--- config.mk ---
export PLATFORM = sky130hd
export DESIGN_NAME = ptm_ram
export DESIGN_NICKNAME = d
export VERILOG_FILES = /design/src/hw/rtl/ptm_ram.sv
export SDC_FILE = /design/constraint.sdc
export NUM_CORES = 1
export LEC_CHECK = 0
export BUFFER_PORTS_ARGS = -buffer_cell sky130_fd_sc_hd__buf_2
export CAP_MARGIN = 5
export CORE_MARGIN = 8
export CORE_UTILIZATION = 55
export CTS_CLUSTER_DIAMETER = 50
export DETAILED_ROUTE_END_ITERATION = 16
export GPL_TIMING_DRIVEN = 0
export PLACE_DENSITY = 0.82
export SETUP_SLACK_MARGIN = 0.15
export SYNTH_ARGS = -nofsm -noshare
export SYNTH_HDL_FRONTEND = slang
export SYNTH_SLANG_ARGS = --single-unit
--- constraint.sdc ---
create_clock -name clk -period 2.5 [get_ports clk]
set_clock_uncertainty 0.15 [all_clocks]
set_input_delay 0.25 -clock clk [delete_from_list [all_inputs] [get_ports clk]]
set_output_delay 0.25 -clock clk [all_outputs]
set_load 0.005 [all_outputs]
--- src/hw/rtl/ptm_ram.sv ---
module ptm_ram #(
  parameter int WIDTH = 8,
  parameter int DEPTH = 16,
  parameter int AW    = (DEPTH > 1) ? $clog2(DEPTH) : 1
) (
  input  logic             clk,
  input  logic             we,
  input  logic [AW-1:0]    addr,
  input  logic [WIDTH-1:0] wdata,
  output logic [WIDTH-1:0] rdata
);

  logic [WIDTH-1:0] mem [DEPTH];
  logic [WIDTH-1:0] rdata_r;

  always_ff @(posedge clk) begin
    if (we) begin
      mem[addr] <= wdata;
    end
    rdata_r <= mem[addr];
  end

  assign rdata = rdata_r;

endmodule

; After elaboration in Yosys (flattened, before gate mapping)
; Memories as Yosys holds them, arrays and structs flattened. A register that Yosys moved wholly into a read port is not among the register bits.
; Index checks and enable logic that the tools add are counted.
; W data, S select, Z words.
[word_totals]
ff_bits = 0
latchBits = 0
ram_bits = 128
mem_bits_ro = 0
inputBits = 14
output_inout_bits = 8
elab_cells = 3
n_memories = 1
[classes]
addsub = 0
multipliers = 0
n_div = 0
n_lt_le_gt_ge = 0
eq_ne = 0
shifts = 0
mux = 2
bitwise = 0
n_reduce_logical = 0
[memory_table]
columns = name, depth, width, read_ports, rd_ports_with_merged_regs, write_ports, line
row1 = mem, 16, 8, 1, 1, 1, 13  ; logic [WIDTH-1:0] mem [DEPTH];
[op_table]
columns = op, n
row1 = $mux W1, 2

; Depth between registers and ports, before layout
[logic_depth]
word_depth = 2
mapped_depth = 5
depth_no_buf = 3

; Least setup slack after synthesis
; OpenSTA, ideal clock, no wires.
[synth_timing]
path_kind = input port to flip-flop
startpoint = in addr[2]
endpoint = mem mem[0][0], enable pin
setup_ns = 0.383
arrival_ns = 1.360
t_required_ns = 1.967
slack_ns = 0.607
cell_stages = 2
n_path_buf = 0
path_cell_list = or3b_2 nor3_1
[synth_rtl]
columns = element, line
row1 = "start, declared", 8  ; input logic [AW-1:0] addr,
row2 = "end, declared", 13
; No word-level cell before the write port.

; Worst setup path in the final report
[layout_timing]
startpoint = in addr[1]
endpoint = mem mem[15][3], enable pin
; No word-level cell before the write port.

==> run summary <==
Run status = finished clean
Synth Warn # = 0
Layout filler cell count = 570
Vias in the first global route = 2,566
Initial antenna violation count = 0
Max-slew violations = 0
Arrival time of the worst setup path = 1.84 ns
CTS Buffer Depth = 2
Fin cells = 403
R2r setup slk = 0.93 ns
Area grow syn2layout = 18.4%
Reg2reg end = rdata[5]
Synth cell types = 18
Critical Path Max Stage Delay = 0.67 ns
Initial drt markers = 288
# resized after CTS = 0
Place WS = 0.0169 ns
Syn Inst Count = 230
DRT antenna net count = 0
IO Count = 22
Slew headroom = 0.186
Total Die Area = 12,500 um2
Fin crit share = 0.737
Per-cell routed wire length = 24.9 um
Fin worst setup slack = 0.656 ns
RSZ-0062 raised after global routing = no
Worst-skew pair later-pin latency = 0.53 ns
Maximum VDD drop = 0.528 mV
Slew @ Worst Pin = 1.21 ns
Root buffer cell = clkbuf_8
H-tree depth = 4
Max-cap violations = 0
Via Count = 2,543
Share of layout cells above drive strength 1 = 0.312
Crit-path max FO = 10
Starting Density = 0.556
Maximum number of pins on one net before global-route repair = 17
R2R cell count = 3
WP data required = 2.50 ns
Dpl hpwl = 6040 um
Cells after DPL = 360
CTS clk-pin slew, worst paths = 0.06 ns
Die width = 112 um
Mean post-synth cell area = 22.0 um2
WHS Endpoint = mem[12][4]
First-pass GRT wire length = 15,500 um
Tmin final = 1.84 ns
Die height = 112 um
Dominant cells by area after synthesis = edfxtp_1 (76%), mux4_2 (14%), dfxtp_1 (3.2%), a22oi_1 (2.4%), nor2_1 (0.96%)
Post-Synthesis Cell Area = 5070 um2
Antenna cell count = 0
Yosys reg bits = 136
Commonest non-fill, non-tap cell in the layout = edfxtp_1
Drt pass-1 iters = 5
Vias per cell = 6.31
GRT overflow = 0
Core Footprint = 9110 um2
Post-synthesis net count = 244
Residual DRC = 0
Setup TNS Final = 0 ns
Lkg Pwr = 0.00198 uW
Most frequent cells in the layout = edfxtp_1 (128), mux4_2 (32), buf_2 (23)
Area share of the largest cell type after synthesis = 0.759
Total CTS buffers = 17
Endpoints failing setup = 0
CP max-delay cell = nor2_1
Worst setup EP type = flip-flop
Num rows = 35
Worst path cell trace = buf_2, buf_1, nand2_1, nor2_1
Crit path kind = in2reg
Clock sink count = 136
Postcts setup bufs = 0
Hold-critical path depth = 3
Hold_sp = we
Pwr Total = 5350 uW
Seq/Total Area, Yosys = 0.790
Routability cong. = 0.776
Final Hold Vio Count = 0
CTS tree = done
Cell taking the most area after synthesis = edfxtp_1
Hold Crit Class = in2reg
Power Density = 892 nW/um2
Critical R2R Launch = mem[3][5]
Hold-fix buffers, CTS = 8
Crit start category = input pin
Gr usage total = 0.172
IO buf count = 19
Maximum clock frequency = 542 MHz
Layout net count = 293
Post-Route WL = 10,000 um
cell type report:
class	count	area, um2	area share
Sequential cell	136	4000	0.667
Multi-Input combinational cell	83	1000	0.167
Clock buffer	18	418	0.0697
Timing Repair Buffer	30	190	0.0317
Clock inverter	14	185	0.0309
Tap cell	111	139	0.0231
Buffer	11	60.1	0.0100
report_power, final:
group	switching, uW	leakage [uW]	internal, uW	total [uW]
registers	13.5	0.00122	2550	2560
logic	144	0.000466	105	249
clock network	991	0.000286	1550	2540
total	1150	0.00198	4200	5350
per-layer routing:
layer / share of wire / wire [um] / GRT usage
met1: 0.41 / 4080 / 0.223
met2: 0.49 / 4870 / 0.265
met3: 0.086 / 864 / 0.0525
met4: 0.022 / 223 / 0.0764
met5: 0 / 0 / 0
flip-flops by register name (all words and copies together) (netlist names):
signal and flops:
rdata 8, mem 128
critical path: cells and delay by family:
family | cells | cell delay [ns]
simple gates | 2 | 0.89
buf+inv | 2 | 0.69
worst max path at each step:
| stage | start | end | slack, ns | cells after the start |
|---|---|---|---|---|
| final | addr[1] | mem[15][3] | 0.66 | 4 |
| after global routing | addr[1] | mem[10][7] | 0.55 | 4 |
| after CTS | addr[2] | mem[0][5] | 0.50 | 3 |
| after detailed placement | addr[2] | mem[0][0] | 0.02 | 3 |
| after global placement | addr[2] | mem[0][1] | 0.007 | 3 |
| after floorplan | addr[2] | mem[0][0] | 0.61 | 2 |
metrics by stage:
step / utilization / cell area [um2] / hold WS [ns]
detailed placement: 0.582 / 5300 / 0.483
CTS: 0.657 / 5980 / 0.163
global placement: 0.582 / 5300 / 0.479
global route: 0.659 / 6000 / 0.170
floorplan: - / 5070 / 0.199
finish: 0.659 / 6000 / 0.172
cells in the mapped netlist:
cell type / number
nor3_1: 4
buf_1: 4
dfxtp_1: 8
nand2_1: 9
mux4_2: 32
nand2b_1: 2
nand3_1: 1
and2_1: 1
edfxtp_1: 128
buf_6: 2
buf_2: 2
clkbuf_1: 2
a22oi_1: 16
nor2_1: 13
nand3b_1: 2
or3b_2: 1
nor2b_1: 2
clkbuf_2: 1
kinds of logic after synthesis:
group,after synthesis,synth area share
AOI/OAI and AO/OA,16,0.0237
buffers and inverters,11,0.0119
DFF,136,0.790
muxes,32,0.142
and+or+nand+nor,35,0.0321
(Power assumes the default switching activity.)
